### config.mk
export PLATFORM = sky130hd
export DESIGN_NAME = length_prefix_or_line_deframer
export DESIGN_NICKNAME = d
export VERILOG_FILES = /design/src/rtl/lpd_pkg.sv /design/src/rtl/lpd_result_queue.sv /design/src/rtl/length_prefix_or_line_deframer.sv
export VERILOG_INCLUDE_DIRS = /design/src /design/src/rtl
export SDC_FILE = /design/constraint.sdc
export NUM_CORES = 1
export LEC_CHECK = 0
export BUFFER_PORTS_ARGS = -buffer_cell sky130_fd_sc_hd__buf_2
export CAP_MARGIN = 10
export CORE_MARGIN = 5
export CORE_UTILIZATION = 55
export CTS_BUF_LIST = sky130_fd_sc_hd__clkbuf_4
export CTS_CLUSTER_SIZE = 40
export DETAILED_ROUTE_END_ITERATION = 10
export PLACE_DENSITY = 0.73
export REMOVE_ABC_BUFFERS = 1
export SETUP_SLACK_MARGIN = 0.02
export SLEW_MARGIN = 20
export SYNTH_ARGS = -nofsm -noshare
export SYNTH_HDL_FRONTEND = slang
export SYNTH_SLANG_ARGS = --single-unit
### constraint.sdc
create_clock -name clk -period 5.1 [get_ports clk]
set_clock_uncertainty 0.15 [all_clocks]
set_input_delay 0 -clock clk [delete_from_list [all_inputs] [get_ports clk]]
set_output_delay 0 -clock clk [all_outputs]
set_load 0.02 [all_outputs]
### src/rtl/assert_macros.svh
// Assertion helpers shared by the RTL files.
// Both forms are checked at the rising edge of the given clock and are off during reset.
`ifndef ASSERT_MACROS_SVH
`define ASSERT_MACROS_SVH
`ifndef SYNTHESIS
`define ASSERT_ALWAYS(label, clk, rst_n, prop, msg) \
	label: assert property (@(posedge clk) disable iff (!rst_n) prop) else $error(msg);
`define ASSERT_NEVER(label, clk, rst_n, expr, msg) \
	label: assert property (@(posedge clk) disable iff (!rst_n) !(expr)) else $error(msg);
`else
`define ASSERT_ALWAYS(label, clk, rst_n, prop, msg)
`define ASSERT_NEVER(label, clk, rst_n, expr, msg)
`endif
`endif

### src/rtl/lpd_pkg.sv
`timescale 1ns / 1ps
`default_nettype none
package lpd_pkg;

	localparam logic [1:0] KIND_BYTE  = 2'd0;
	localparam logic [1:0] KIND_END   = 2'd1;
	localparam logic [1:0] KIND_ERROR = 2'd2;

	localparam logic [7:0] LF_CODE = 8'h0A;
	localparam logic [7:0] CR_CODE = 8'h0D;

	localparam logic [2:0] HEADER_BYTES = 3'd4;

	localparam logic [1:0] REG_MODE         = 2'd0;
	localparam logic [1:0] REG_MAX_PAYLOAD  = 2'd1;
	localparam logic [1:0] REG_MAX_LINE_LEN = 2'd2;

	localparam logic        MODE_PACKET = 1'b0;

	localparam logic [31:0] MAX_PAYLOAD_RESET  = 32'd65536;
	localparam logic [15:0] MAX_LINE_LEN_RESET = 16'd4096;

	// Result queue depth; one item pushes at most two results.
	localparam int unsigned QUEUE_DEPTH = 4;
	localparam int unsigned QPTR_W      = $clog2(QUEUE_DEPTH);
	localparam int unsigned QCNT_W      = $clog2(QUEUE_DEPTH + 1);

	typedef struct packed {
		logic [1:0] kind;
		logic [7:0] out_byte;
	} result_t;

	typedef struct packed {
		logic [1:0] count;
		result_t    first;
		result_t    second;
	} push_t;

endpackage
`default_nettype wire

### src/rtl/lpd_result_queue.sv
`timescale 1ns / 1ps
`default_nettype none
`include "assert_macros.svh"
module lpd_result_queue
	import lpd_pkg::*;
(
	input  wire logic       clk,
	input  wire logic       arst_n,
	input  wire push_t      push,
	output logic            room,
	output logic            out_valid,
	input  wire logic       out_stall,
	output logic [1:0]      kind,
	output logic [7:0]      out_byte
);

	result_t             entry_q [QUEUE_DEPTH];
	logic [QPTR_W-1:0]   wr_ptr_q;
	logic [QPTR_W-1:0]   rd_ptr_q;
	logic [QCNT_W-1:0]   count_q;
	logic                pop;
	logic [QPTR_W-1:0]   wr_ptr_next;

	assign out_valid   = (count_q != '0);
	assign pop         = out_valid && !out_stall;
	assign room        = (count_q <= QCNT_W'(QUEUE_DEPTH - 2));
	assign kind        = entry_q[rd_ptr_q].kind;
	assign out_byte    = entry_q[rd_ptr_q].out_byte;
	assign wr_ptr_next = wr_ptr_q + QPTR_W'(1);

	always_ff @(posedge clk) begin
		if (push.count != 2'd0) begin
			entry_q[wr_ptr_q] <= push.first;
		end
		if (push.count == 2'd2) begin
			entry_q[wr_ptr_next] <= push.second;
		end
	end

	always_ff @(posedge clk or negedge arst_n) begin
		if (!arst_n) begin
			wr_ptr_q <= '0;
			rd_ptr_q <= '0;
			count_q  <= '0;
		end else begin
			wr_ptr_q <= wr_ptr_q + QPTR_W'(push.count);
			if (pop) begin
				rd_ptr_q <= rd_ptr_q + QPTR_W'(1);
			end
			count_q <= count_q + QCNT_W'(push.count) - QCNT_W'(pop);
		end
	end

	`ASSERT_NEVER(a_no_overflow, clk, arst_n, count_q > QCNT_W'(QUEUE_DEPTH), "result queue overflow")
	`ASSERT_NEVER(a_push_needs_room, clk, arst_n, (push.count != 2'd0) && !room, "push without room")
	`ASSERT_ALWAYS(a_stalled_beat_holds, clk, arst_n, out_valid && out_stall |=> out_valid && $stable(kind) && $stable(out_byte), "stalled result beat changed")

endmodule
`default_nettype wire

### src/rtl/length_prefix_or_line_deframer.sv
`timescale 1ns / 1ps
`default_nettype none
`include "assert_macros.svh"
// Splits a received byte stream into records, one byte per beat. In packet mode (mode 0) a
// 4-byte little-endian length header is followed by that many payload bytes, each given as a
// kind 0 result, and then a kind 1 record end; a length of zero or above max_payload gives one
// kind 2 error and closes the stream until reset. In line mode (mode 1) bytes pass through
// until a line feed, which gives a record end; one carriage return directly before the line
// feed is dropped, and a line that grows beyond max_line_len gives a kind 2 error and closes
// the stream. A byte is taken every cycle: it is registered, worked out against the stream
// state, and its zero to two results go into a four-entry result queue that drains one
// result per cycle while out_stall is low; input stalls only while that queue holds more
// than two results, and a result shows on the output from that queue. Configuration is written
// through the cfg port, which is always ready, and should be changed only while the block is idle.
module length_prefix_or_line_deframer
	import lpd_pkg::*;
(
	input  wire logic        clk,
	input  wire logic        arst_n,
	input  wire logic        rx_valid,
	output logic             rx_stall,
	input  wire logic [7:0]  rx_byte,
	output logic             out_valid,
	input  wire logic        out_stall,
	output logic [1:0]       kind,
	output logic [7:0]       out_byte,
	input  wire logic        cfg_valid,
	output logic             cfg_ready,
	input  wire logic [1:0]  cfg_index,
	input  wire logic [31:0] cfg_data
);

	logic        mode_q;
	logic [31:0] max_payload_q;
	logic [15:0] max_line_len_q;

	logic        valid_s1;
	logic [7:0]  byte_s1;

	logic        closed_q;
	logic [2:0]  hdr_cnt_q;
	logic [31:0] len_acc_q;
	logic [31:0] pay_left_q;
	logic        held_cr_q;
	logic [15:0] line_cnt_q;

	logic        closed_d;
	logic [2:0]  hdr_cnt_d;
	logic [31:0] len_acc_d;
	logic [31:0] pay_left_d;
	logic        held_cr_d;
	logic [15:0] line_cnt_d;

	logic [31:0] new_len;
	logic [31:0] pay_dec;
	logic [16:0] line_inc;
	logic        advance;
	logic        room;
	push_t       push;

	assign cfg_ready = 1'b1;
	assign advance   = room;
	assign rx_stall  = valid_s1 && !advance;

	always_ff @(posedge clk or negedge arst_n) begin
		if (!arst_n) begin
			mode_q         <= MODE_PACKET;
			max_payload_q  <= MAX_PAYLOAD_RESET;
			max_line_len_q <= MAX_LINE_LEN_RESET;
		end else if (cfg_valid && cfg_ready) begin
			case (cfg_index)
				REG_MODE:         mode_q         <= cfg_data[0];
				REG_MAX_PAYLOAD:  max_payload_q  <= cfg_data;
				REG_MAX_LINE_LEN: max_line_len_q <= cfg_data[15:0];
				default: ;
			endcase
		end
	end

	always_ff @(posedge clk or negedge arst_n) begin
		if (!arst_n) begin
			valid_s1 <= 1'b0;
		end else if (rx_valid && !rx_stall) begin
			valid_s1 <= 1'b1;
		end else if (advance) begin
			valid_s1 <= 1'b0;
		end
	end

	always_ff @(posedge clk) begin
		if (rx_valid && !rx_stall) begin
			byte_s1 <= rx_byte;
		end
	end

	always_comb begin
		closed_d   = closed_q;
		hdr_cnt_d  = hdr_cnt_q;
		len_acc_d  = len_acc_q;
		pay_left_d = pay_left_q;
		held_cr_d  = held_cr_q;
		line_cnt_d = line_cnt_q;
		push       = '0;

		new_len = len_acc_q;
		case (hdr_cnt_q[1:0])
			2'd0:    new_len[7:0]   = len_acc_q[7:0]   | byte_s1;
			2'd1:    new_len[15:8]  = len_acc_q[15:8]  | byte_s1;
			2'd2:    new_len[23:16] = len_acc_q[23:16] | byte_s1;
			default: new_len[31:24] = len_acc_q[31:24] | byte_s1;
		endcase
		pay_dec  = (pay_left_q != '0) ? pay_left_q - 32'd1 : pay_left_q;
		line_inc = {1'b0, line_cnt_q} + 17'd1;

		if (closed_q) begin
			// A closed stream swallows every byte.
		end else if (mode_q == MODE_PACKET) begin
			if (!hdr_cnt_q[2]) begin
				len_acc_d = new_len;
				hdr_cnt_d = hdr_cnt_q + 3'd1;
				if (hdr_cnt_q == HEADER_BYTES - 3'd1) begin
					if (new_len == '0 || new_len > max_payload_q) begin
						closed_d   = 1'b1;
						push.count = 2'd1;
						push.first = '{kind: KIND_ERROR, out_byte: 8'd0};
					end else begin
						pay_left_d = new_len;
					end
				end
			end else begin
				push.count = 2'd1;
				push.first = '{kind: KIND_BYTE, out_byte: byte_s1};
				pay_left_d = pay_dec;
				if (pay_dec == '0) begin
					push.count  = 2'd2;
					push.second = '{kind: KIND_END, out_byte: 8'd0};
					hdr_cnt_d   = 3'd0;
					len_acc_d   = '0;
				end
			end
		end else begin
			if (byte_s1 == LF_CODE) begin
				held_cr_d  = 1'b0;
				line_cnt_d = '0;
				push.count = 2'd1;
				push.first = '{kind: KIND_END, out_byte: 8'd0};
			end else if (line_inc > {1'b0, max_line_len_q}) begin
				closed_d   = 1'b1;
				held_cr_d  = 1'b0;
				push.count = 2'd1;
				push.first = '{kind: KIND_ERROR, out_byte: 8'd0};
			end else begin
				line_cnt_d = line_inc[15:0];
				held_cr_d  = (byte_s1 == CR_CODE);
				// A held carriage return goes out first, ahead of whatever follows it.
				if (held_cr_q) begin
					push.first = '{kind: KIND_BYTE, out_byte: CR_CODE};
					if (byte_s1 == CR_CODE) begin
						push.count = 2'd1;
					end else begin
						push.count  = 2'd2;
						push.second = '{kind: KIND_BYTE, out_byte: byte_s1};
					end
				end else if (byte_s1 != CR_CODE) begin
					push.count = 2'd1;
					push.first = '{kind: KIND_BYTE, out_byte: byte_s1};
				end
			end
		end

		if (!(valid_s1 && advance)) begin
			push.count = 2'd0;
		end
	end

	always_ff @(posedge clk or negedge arst_n) begin
		if (!arst_n) begin
			closed_q   <= 1'b0;
			hdr_cnt_q  <= '0;
			len_acc_q  <= '0;
			pay_left_q <= '0;
			held_cr_q  <= 1'b0;
			line_cnt_q <= '0;
		end else if (valid_s1 && advance) begin
			closed_q   <= closed_d;
			hdr_cnt_q  <= hdr_cnt_d;
			len_acc_q  <= len_acc_d;
			pay_left_q <= pay_left_d;
			held_cr_q  <= held_cr_d;
			line_cnt_q <= line_cnt_d;
		end
	end

	lpd_result_queue u_queue (
		.clk       (clk),
		.arst_n    (arst_n),
		.push      (push),
		.room      (room),
		.out_valid (out_valid),
		.out_stall (out_stall),
		.kind      (kind),
		.out_byte  (out_byte)
	);

	`ASSERT_ALWAYS(a_closed_sticky, clk, arst_n, closed_q |=> closed_q, "closed stream reopened")
	`ASSERT_NEVER(a_closed_silent, clk, arst_n, closed_q && (push.count != 2'd0), "result from a closed stream")
	`ASSERT_NEVER(a_held_cr_counted, clk, arst_n, held_cr_q && (line_cnt_q == '0), "held carriage return not counted")
	`ASSERT_NEVER(a_header_range, clk, arst_n, hdr_cnt_q > HEADER_BYTES, "header count out of range")

endmodule
`default_nettype wire

### Word-level counts from Yosys, hierarchy flattened

Memories as Yosys holds them, arrays and structs flattened.
Cells that the tools add are included.

| storage, ports and cells | value |
|---|---|
| RAM bits | 40 |
| input port bits | 47 |
| memories | 1 |
| register bits after elaboration | 150 |
| output and inout bits | 13 |
| word-level logic and storage cells | 118 |

| operators by class | value |
|---|---|
| mux-type cells | 47 |
| eq/ne operators | 12 |
| magnitude comparators | 3 |
| reduce and logical (&&, ||, !) cells | 26 |
| $add $sub $neg | 8 |
| bitwise gates (word level) | 6 |

Memory list:

| memory | words | width | read ports | clocked after Yosys merged registers in | write ports | line | RTL |
|---|---|---|---|---|---|---|---|
| u_queue.entry_q | 4 | 10 | 1 | 0 | 2 | lpd_result_queue.sv:17 | `result_t entry_q [QUEUE_DEPTH];` |

Operator list:

| kind | number |
|---|---|
| 2-to-1 mux 32 bit | 6 |
| logical NOT 32 bit | 2 |
| 2-to-1 mux 12 bit | 4 |
| 2-to-1 mux 22 bit | 2 |
| 2-to-1 mux 8 bit | 5 |
| 2-to-1 mux 11 bit | 3 |
| greater-than comparator 32 bit | 1 |
| 2-to-1 mux 16 bit | 2 |
| OR 8 bit | 4 |
| nonzero test 32 bit | 1 |
| subtractor 32 x 1 -> 32 bit, second input constant | 1 |
| 2-to-1 mux 10 bit | 3 |
| 2-to-1 mux 9 bit | 2 |
| adder 16 x 1 -> 17 bit, second input constant | 1 |
| greater-than comparator 17 x 16 -> 1 bit | 1 |
| == test 8 x 4 -> 1 bit, second input constant | 2 |
| 2-to-1 mux 1 bit | 15 |
| != test 8 x 4 -> 1 bit, second input constant | 1 |
| AND reduction 4 bit | 2 |
| == test 2 bit, second input constant | 3 |
| 2-to-1 mux 2 bit | 3 |
| 2-to-1 mux 3 bit | 2 |
| AND reduction 2 bit | 3 |
| AND reduction 3 bit | 2 |
| 19 further kinds | 31 |

### Depth between registers and ports, before layout

Gate-level depths: netlist of the first run.

| depth | value |
|---|---|
| depth after elaboration | 14 |
| gate-level depth with buffers | 19 |
| depth with buffers taken out | 19 |

### By module

From an unflattened synthesis of the first run, not the netlist that was laid out.

| second synthesis, totals | value |
|---|---|
| cell total of the unflattened synthesis | 1,167 |
| area, all modules | 11,674.9 um^2 |

By module, submodules not included:

| module | cells each | seq. area each (um^2) | area each (um^2) | instances |
|---|---|---|---|---|
| length_prefix_or_line_deframer | 1,030 | 3,621.0 | 9,323.9 | 1 |
| lpd_result_queue | 137 | 1,376.3 | 2,351.0 | 1 |

### Worst setup path before layout of the first run

No wires, ideal clock.

| timing | value |
|---|---|
| kind | register -> register |
| start point | reg pay_left_q[0] |
| end point | reg u_queue.count_q[2] |
| required time | 4,827 ps |
| path slack | 810 ps |
| data arrival time | 4,017 ps |
| buffers on the path | 1 |
| library setup time | 123 ps |
| cell stages (with the launch flop) | 17 |
| clock period less this slack | 4,290 ps |
| cells stage by stage | dfrtp_1 > clkbuf_1 > inv_1 > ha_1 > or3b_2 > nor4_4 > nand2_2 > o21a_1 > a211o_1 > nor4_4 > nand4_4 > nand2_1 > nand2_1 > ha_1 > fa_1 > xor2_1 > xnor2_1 |

| on the way | value |
|---|---|
| word-level cells in the longest chain between the ends | 10 |
| elaborated cells on any way between the ends | 11 |
| those cells by class | 3 x add/sub; 6 x mux; 2 x reduce/logical |

Ends and longest elaborated chain:

| what | line | RTL |
|---|---|---|
| start: declaration | length_prefix_or_line_deframer.sv:43 | `logic [31:0] pay_left_q;` |
| start signal: assignment | length_prefix_or_line_deframer.sv:188 | `pay_left_q <= pay_left_d;` |
| subtractor 32 x 1 -> 32 bit / nonzero test 32 bit (equally long branches) | length_prefix_or_line_deframer.sv:112 | `pay_dec = (pay_left_q != '0) ? pay_left_q - 32'd1 : pay_left_q;` |
| 2-to-1 mux 32 bit * | length_prefix_or_line_deframer.sv:112 |  |
| logical NOT 32 bit * | length_prefix_or_line_deframer.sv:134 | `if (pay_dec == '0) begin` |
| 2-to-1 mux 2 bit * | length_prefix_or_line_deframer.sv:134 |  |
| 2-to-1 mux 12 bit * | length_prefix_or_line_deframer.sv:118 | `if (!hdr_cnt_q[2]) begin` |
| 2-to-1 mux 22 bit * | length_prefix_or_line_deframer.sv:117 | `end else if (mode_q == MODE_PACKET) begin` |
| 2-to-1 mux 22 bit * | length_prefix_or_line_deframer.sv:115 | `if (closed_q) begin` |
| 2-to-1 mux 2 bit * | length_prefix_or_line_deframer.sv:171 | `if (!(valid_s1 && advance)) begin` |
| adder 3 x 2 -> 3 bit * | lpd_result_queue.sv:50 | `count_q <= count_q + QCNT_W'(push.count) - QCNT_W'(pop);` |
| subtractor 3 x 1 -> 3 bit * | lpd_result_queue.sv:50 |  |
| end signal: assignment | lpd_result_queue.sv:50 |  |
| end: declaration | lpd_result_queue.sv:20 | `logic [QCNT_W-1:0] count_q;` |

Every way passes the cells marked *; elsewhere a longest branch is shown, timed or not.
A chain may end at the register's enable or synchronous reset.

### Worst setup path in the final report of the first run

| timing | value |
|---|---|
| start point | reg hdr_cnt_q[0] |
| end point | reg u_queue.count_q[2] |

| on the way | value |
|---|---|
| word-level cells in the longest chain between the ends | 13 |
| elaborated cells on any way between the ends | 20 |
| those cells by class | 2 x add/sub; 1 x order compare; 3 x eq/ne; 10 x mux; 4 x reduce/logical |

Ends and longest elaborated chain:

| what | line | RTL |
|---|---|---|
| start: declaration | length_prefix_or_line_deframer.sv:41 | `logic [2:0] hdr_cnt_q;` |
| start signal: assignment | length_prefix_or_line_deframer.sv:186 | `hdr_cnt_q <= hdr_cnt_d;` |
| == test 2 bit (tied with other cells) | length_prefix_or_line_deframer.sv:106 | `case (hdr_cnt_q[1:0])` |
| OR reduction 3 bit (no line) | -- |  |
| 2-to-1 mux 8 bit | length_prefix_or_line_deframer.sv:106 |  |
| greater-than comparator 32 bit / logical NOT 32 bit (equally long branches) | length_prefix_or_line_deframer.sv:122 | `if (new_len == '0 \|\| new_len > max_payload_q) begin` |
| logical OR 1 bit | length_prefix_or_line_deframer.sv:122 |  |
| 2-to-1 mux 11 bit | length_prefix_or_line_deframer.sv:122 |  |
| 2-to-1 mux 11 bit * | length_prefix_or_line_deframer.sv:121 | `if (hdr_cnt_q == HEADER_BYTES - 3'd1) begin` |
| 2-to-1 mux 12 bit * | length_prefix_or_line_deframer.sv:118 |  |
| 2-to-1 mux 22 bit * | length_prefix_or_line_deframer.sv:117 |  |
| 2-to-1 mux 22 bit * | length_prefix_or_line_deframer.sv:115 |  |
| 2-to-1 mux 2 bit * | length_prefix_or_line_deframer.sv:171 |  |
| adder 3 x 2 -> 3 bit * | lpd_result_queue.sv:50 |  |
| subtractor 3 x 1 -> 3 bit * | lpd_result_queue.sv:50 |  |

Marks and branches as above.

==> impl_metrics.csv, run 1 <==
group,metric,value,unit
status,status,"finished clean",
clock_network,cts_max_level,4,
timing,timing_max_transition_violations_final,0,
timing,hold_violations,0,
timing,max-slew-margin-rel,39.8,%
synth,synthCells,1129,
global_routing,grt_antenna_before_repair,1,
routing,final_antenna_net_count,0,
pwr,vdd_drop_max,0.246,mV
place,gp_congestion,0.953,
timing,worst-slew-pin-transition,900,ps
layout,fraction_of_layout_cells_with_a_size_suffix_above_1,17.3,%
layout,layout.nets,1374,
floorplan,fp.dieW,153,µm
pwr,swShare,43.8,%
clock_network,clk-insertion-delay-late,600,ps
worst_setup_path,start_kind,"register",
clock_network,cts.sink_count,190,
timing,fin_crit_sh,92.6,%
synth,synth.area.top_cells,"sky130_fd_sc_hd__dfrtp_1, sky130_fd_sc_hd__edfxtp_1, sky130_fd_sc_hd__ha_1",
worst_hold_path,worst_hold_path_type,"input pin to register",
floorplan,floorplan.initialDensity,55.5,%
synth,synth.cell_area,11200,µm²
clock_network,clk_pin_slew_worst_paths,160,ps
floorplan,die_height,153,µm
global_routing,grt_pass1_vias,9120,
clock_network,cts_post_setup_buffers_inserted,0,
synth,synth-seq-area-share,44.3,%
worst_setup_path,critPathKind,"register to register",
synth,post_synthesis_compound_gate_area_fraction,17.2,%
global_routing,busiest_layer,"met2",
place,placement.io_buffers,58,
clock_network,cts_inserted_buffers,17,
routing,via_per_inst,6.14,
synth,dominant_combinational_cell_family_by_area_after_synthesis,"compound AO/OA/AOI/OAI gates",
worst_setup_path,critical_path_arrival,5100,ps
worst_setup_path,register_to_register_path_depth,18,
routing,wl,30800,µm
pwr,seq_power_share,40.2,%
global_routing,met3_usage,4.52,%
clock_network,cts_tree,"done",
synth,synthMostInstantiatedCell,"sky130_fd_sc_hd__dfrtp_1",
routing,drt_first_pass_iters,6,
synth,synth_warnings,0,
timing,fmaxAchievable,212,MHz
timing,period_needed,4720,ps
global_routing,global_routing_met1_resource_utilization,36.6,%
floorplan,num_rows,52,
synth,synth.mux.area_fraction,7.31,%
worst_setup_path,sort_of_element_at_the_end_of_the_critical_path,"register",
synth,netlist-cell-type-count,82,
worst_setup_path,timing.reg2reg.setup_slack,380,ps
floorplan,coreArea,20200,µm²
pwr,p_leak,5.73,nW
pwr,power.share.clock,15.7,%
timing,finalHoldWorstSlack,35.4,ps
global_routing,first_pass_grt_wire_length,49100,µm
global_routing,globalRoute.totalOverflow,0,
synth,synth_fa_ha_area_share,6.89,%
pwr,internal_power,3.52,mW
floorplan,io_pins,60,
pwr,power.density_cell_area,478,nW/µm²
worst_setup_path,path_max_fanout,11,
synth,synth_enable_flop_cells,44,
routing,drt-wirelength-per-cell,19.9,µm
synth,synth.top_cell.area_share,31.3,%
place,placement.setup.worst_slack,373,ps
routing,vias_after_detailed_routing,9514,
clock_network,clock_path_buffers,2,
synth,post-synth-top-area-cell,"sky130_fd_sc_hd__dfrtp_1",
global_routing,grt_max_degree,90,
synth,ys_ff_latch,190,
place,dpl_cell_area,11800,µm²
routing,detail_route.iter0.violations,1071,
routing,drc,0,
global_routing,grtUsageMet2,42.1,%
timing,final.setup.tns,0,ps
synth,async_set_reset_flop_share_out_of_synthesis,74.7,%
floorplan,design.die.area,23300,µm²
synth,synth_ff_type,"sky130_fd_sc_hd__dfrtp_1",
timing,rsz0062_at_grt,"no",
run,maxCapViolCount,0,
synth,synth_xor_xnor_area_share,1.96,%
worst_setup_path,critical_path_required,5480,ps
timing,timing.final.setup_violations,0,
timing,setup_slack,379,ps
synth,synth_simple_gate_area_share,16.8,%
worst_hold_path,holdPathStages,3,
global_routing,global_route.usage.total,26.1,%
synth,syn_area_per_cell,9.91,µm²
synth,commonest_cells_in_the_synthesized_netlist,"sky130_fd_sc_hd__dfrtp_1, sky130_fd_sc_hd__nand2_1, sky130_fd_sc_hd__inv_1, sky130_fd_sc_hd__a21oi_1, sky130_fd_sc_hd__ha_1",
layout,layout-area-overhead-vs-synth,17.2,%
pwr,combinational_cell_fraction_of_total_power,44.1,%
layout,layout.filler_cells,1587,
layout,final_design_area_no_fill,13100,µm²
pwr,switching_power,2.74,mW
clock_network,clk_root_buffer_cell,"sky130_fd_sc_hd__clkbuf_4",
place,post-dp-hpwl,21200,µm
power groups by stage:
stage                     sequential (mW)  clock (mW)  combinational, mW
after floorplan                      2.41           0               1.81
after global placement               2.52           0               2.56
after detailed placement             2.53           0               2.61
after CTS                            2.50        1.00               2.70
after global routing                 2.58        1.06               3.04
final                                2.52       0.982               2.76
per-layer routing:
layer,up-vias,part of all wire (%)
met1,4616,43
met3,59,6.9
li1,4428,-
met2,411,48
met4,0,2.2
met5,-,0
through the flow:
stage               power (mW)  instances  utilization (%)
finish                    6.27       1550             65.1
global route              6.68       1550             65.1
CTS                       6.20       1549             64.9
detailed placement        5.14       1425             58.5
global placement          5.08       1425             58.5
floorplan                 4.21       1066                -
kinds of logic after synthesis:
group / Yosys count
xor+xnor: 25
simple gates: 347
flops: 190
other cells: 1
buf+inv: 156
fa+ha+maj: 61
compound gates: 286
mux: 63
final timing paths:
path,from,endpoint
max in group asynchronous,arst_n,len_acc_q[15]
hold / removal,cfg_data[24],max_payload_q[24]
hold reg to reg,u_queue.count_q[2],u_queue.count_q[2]
setup / recovery,hdr_cnt_q[0],u_queue.count_q[2]
setup reg to reg,hdr_cnt_q[0],u_queue.count_q[2]
min in group asynchronous,arst_n,max_payload_q[16]
sequential cells by signal, indices dropped and copies added, names as in the netlist:
| name | count |
|---|---|
| mode_q | 1 |
| pay_left_q | 32 |
| held_cr_q | 1 |
| u_queue.rd_ptr_q | 2 |
| byte_s1 | 8 |
| u_queue.count_q | 3 |
| hdr_cnt_q | 3 |
| closed_q | 1 |
| valid_s1 | 1 |
| u_queue.wr_ptr_q | 2 |
| len_acc_q | 32 |
| line_cnt_q | 16 |
| max_payload_q | 32 |
| u_queue.entry_q | 40 |
| max_line_len_q | 16 |
area by class of cell:
type / instances / area, µm² / share of cell area [%]
flip-flops and latches: 190 / 4960 / 37.8
clock inverters: 15 / 225 / 1.72
clock buffers: 17 / 128 / 0.973
repair buffers: 181 / 1470 / 11.2
multi-input cells: 783 / 5660 / 43.1
inverters: 93 / 349 / 2.66
diodes: 1 / 2.50 / 0.0191
well taps: 270 / 338 / 2.57
layout by cell type (no fill, tap or decap), types with 17 or more instances in the layout:
cell                            Yosys  routed
sky130_fd_sc_hd__ha_1              60      60
sky130_fd_sc_hd__inv_1             93      93
sky130_fd_sc_hd__buf_2              4      57
sky130_fd_sc_hd__clkbuf_4           0      17
sky130_fd_sc_hd__o22ai_1           21      21
sky130_fd_sc_hd__nor3_1            22      22
sky130_fd_sc_hd__nand3_1           37      37
sky130_fd_sc_hd__a21oi_1           72      72
sky130_fd_sc_hd__o21ai_0           58      58
sky130_fd_sc_hd__nor4_1            22      22
sky130_fd_sc_hd__nand2_1          103     100
sky130_fd_sc_hd__a22o_1            32      32
sky130_fd_sc_hd__dlygate4sd3_1      0      91
sky130_fd_sc_hd__nor2_1            52      51
sky130_fd_sc_hd__buf_4              1      31
sky130_fd_sc_hd__dfrtp_1          140     140
sky130_fd_sc_hd__edfxtp_1          44      44
sky130_fd_sc_hd__mux2_2            50      50
sky130_fd_sc_hd__nand4_1           20      20
critical path: stages, from the launching register on:
cell and delay (ps):
sky130_fd_sc_hd__dfrtp_1 480, sky130_fd_sc_hd__ha_1 380, sky130_fd_sc_hd__a21oi_1 320, sky130_fd_sc_hd__inv_1 100
sky130_fd_sc_hd__ha_1 340, sky130_fd_sc_hd__nand4_1 180, sky130_fd_sc_hd__nor4_1 560, sky130_fd_sc_hd__nand3_1 230
sky130_fd_sc_hd__o31a_1 190, sky130_fd_sc_hd__a311oi_1 340, sky130_fd_sc_hd__buf_4 210, sky130_fd_sc_hd__nor3b_1 60
sky130_fd_sc_hd__a21oi_1 130, sky130_fd_sc_hd__o21ai_0 150, sky130_fd_sc_hd__ha_1 260, sky130_fd_sc_hd__inv_1 60
sky130_fd_sc_hd__fa_1 180, sky130_fd_sc_hd__xor2_1 180, sky130_fd_sc_hd__xnor2_1 140
repair_timing:
| item | in CTS | in global routing |
|---|---|---|
| gates resized for setup | 0 | 8 |
| hold buffers | 92 | 0 |
| hold endpoints to repair | 160 | 0 |
| endpoints found under the setup margin | 0 | 58 |
No activity file was read; power rests on OpenSTA's default activity.
==> run 2, diff against run 1 <==
PLACE_DENSITY = default   (was 0.73)
PLACE_DENSITY_LB_ADDON = 0.25   (was default)
TNS_END_PERCENT = 50   (was default)
==> impl_metrics.csv, run 2 (synthesis results as in run 1) <==
group,metric,value,unit
timing,max-slew-margin-rel,43.4,%
timing,fin_crit_sh,93.1,%
timing,final.setup.tns,0,ps
worst_setup_path,path_max_fanout,8,
worst_setup_path,critical_path_required,5460,ps
timing,setup_slack,352,ps
routing,via_per_inst,6.18,
layout,fraction_of_layout_cells_with_a_size_suffix_above_1,17.5,%
routing,wl,31500,µm
global_routing,grt_antenna_before_repair,1,
routing,drt-wirelength-per-cell,20.4,µm
worst_setup_path,register_to_register_path_depth,15,
worst_setup_path,critical_path_arrival,5110,ps
pwr,switching_power,2.78,mW
timing,fmaxAchievable,211,MHz
global_routing,global_route.usage.total,26.7,%
floorplan,floorplan.initialDensity,55.5,%
floorplan,fp.dieW,153,µm
layout,mostFrequentLayoutCell,"sky130_fd_sc_hd__dfrtp_1",
routing,drt_first_pass_iters,6,
place,placement.setup.worst_slack,154,ps
place,dpl_cell_area,11800,µm²
floorplan,design.die.area,23300,µm²
pwr,internal_power,3.38,mW
clock_network,cts_inserted_buffers,17,
worst_setup_path,worstSetupStartpoint,"pay_left_q[1]",
clock_network,cts_max_level,4,
floorplan,coreArea,20200,µm²
pwr,power.share.clock,13.8,%
pwr,p_total,6.16,mW
place,post-dp-hpwl,21700,µm
clock_network,clock_path_buffers,2,
clock_network,cts_tree,"done",
worst_setup_path,crit-reg2reg-launch,"pay_left_q[1]",
routing,vias_after_detailed_routing,9572,
global_routing,grt_pass1_vias,9523,
timing,period_needed,4750,ps
timing,hold_violations,0,
pwr,vdd_drop_max,0.251,mV
clock_network,clk_root_buffer_cell,"sky130_fd_sc_hd__clkbuf_4",
layout,layout-area-overhead-vs-synth,16.6,%
global_routing,first_pass_grt_wire_length,50400,µm
floorplan,io_pins,60,
worst_hold_path,worst_hold_path_type,"input pin to register",
pwr,p_leak,5.69,nW
timing,timing_max_transition_violations_final,0,
worst_setup_path,critical_path.endpoint,"u_queue.count_q[2]",
routing,final_antenna_net_count,0,
run,maxCapViolCount,0,
clock_network,cts.sink_count,190,
status,status,"finished clean",
routing,drc,0,
floorplan,die_height,153,µm
timing,timing.final.setup_violations,0,
place,gp_congestion,0.970,
clock_network,clk-insertion-delay-late,610,ps
layout,layout.nets,1372,
timing,worst-slew-pin-transition,847,ps
layout,top_register,"u_queue.entry_q",
layout,mostFrequentLayoutCells,"sky130_fd_sc_hd__dfrtp_1, sky130_fd_sc_hd__nand2_1, sky130_fd_sc_hd__inv_1",
pwr,combinational_cell_fraction_of_total_power,45.2,%
worst_setup_path,critical_register_to_register_path_endpoint,"u_queue.count_q[2]",
pwr,power.density_cell_area,472,nW/µm²
routing,detail_route.iter0.violations,985,
worst_setup_path,start_kind,"register",
timing,finalHoldWorstSlack,26.1,ps
layout,largest_register_ffs,40,
worst_setup_path,timing.reg2reg.setup_slack,350,ps
global_routing,globalRoute.totalOverflow,0,
pwr,swShare,45.1,%
timing,rsz0062_at_grt,"no",
layout,final_design_area_no_fill,13000,µm²
global_routing,grt_max_degree,88,
pwr,seq_power_share,41.1,%
worst_setup_path,sort_of_element_at_the_end_of_the_critical_path,"register",
worst_setup_path,critPathKind,"register to register",
place,placement.io_buffers,58,
clock_network,clk_pin_slew_worst_paths,170,ps
floorplan,num_rows,52,
## run 2: area by class of cell
class	instances	area (µm²)
clock inverter	15	154
fill	1600	7120
multi-input combinational	783	5680
antenna	1	2.50
tap	270	338
timing repair buffer	179	1440
sequential	190	4960
inverter	93	349
clock buffer	17	128
## run 2: worst min-delay path by stage
stage,endpoint,slack (ps),cells past startpoint,from
finish,max_payload_q[15],30,3,cfg_data[15]
detailed placement,line_cnt_q[6],-30,1,arst_n
global placement,line_cnt_q[6],-30,1,arst_n
global route,max_payload_q[24],7,3,cfg_data[24]
CTS,max_line_len_q[2],3,3,cfg_data[2]
floorplan,closed_q,-450,0,arst_n
## run 2: power by group through the flow
stage          registers [mW]  clock network [mW]  logic (mW)
2_1_floorplan            2.41                   0        1.81
3_5_place_dp             2.54                   0        2.60
5_1_grt                  2.59               0.914        3.06
6_report                 2.53               0.847        2.78
4_1_cts                  2.51               0.850        2.69
3_3_place_gp             2.53                   0        2.55
## run 2: routing by layer
metal	track usage, %	wire length (µm)	share of wire (%)	up-vias
met4	9.08	926	2.9	0
met2	44.1	15200	48	438
met3	3.72	1970	6.3	87
met1	36.5	13400	43	4620
li1	-	-	-	4427
met5	0	0	0	-
## run 2: timing repair
item	4_1_cts	5_1_grt
setup endpoints to repair	0	93
endpoints found under the hold margin	156	0
buffers inserted	0	2
hold buffers	88	0
gates resized for setup	0	12
## run 2: metrics by stage
step,util [%],std cells
floorplan,-,1066
global placement,58.5,1425
detailed placement,58.5,1425
CTS,64.3,1545
global route,64.7,1548
finish,64.7,1548
## run 2: critical path: stages, from the launching register on
cell,delay [ps]
sky130_fd_sc_hd__dfrtp_1,510
sky130_fd_sc_hd__inv_1,110
sky130_fd_sc_hd__ha_1,260
sky130_fd_sc_hd__nor3b_2,350
sky130_fd_sc_hd__nand4_2,220
sky130_fd_sc_hd__or4_1,640
sky130_fd_sc_hd__and3_1,290
sky130_fd_sc_hd__a211o_1,330
sky130_fd_sc_hd__nor4_4,330
sky130_fd_sc_hd__nand4_4,210
sky130_fd_sc_hd__nand2_1,120
sky130_fd_sc_hd__nand2_1,90
sky130_fd_sc_hd__ha_1,320
sky130_fd_sc_hd__fa_1,440
sky130_fd_sc_hd__xor2_1,160
sky130_fd_sc_hd__xnor2_1,120
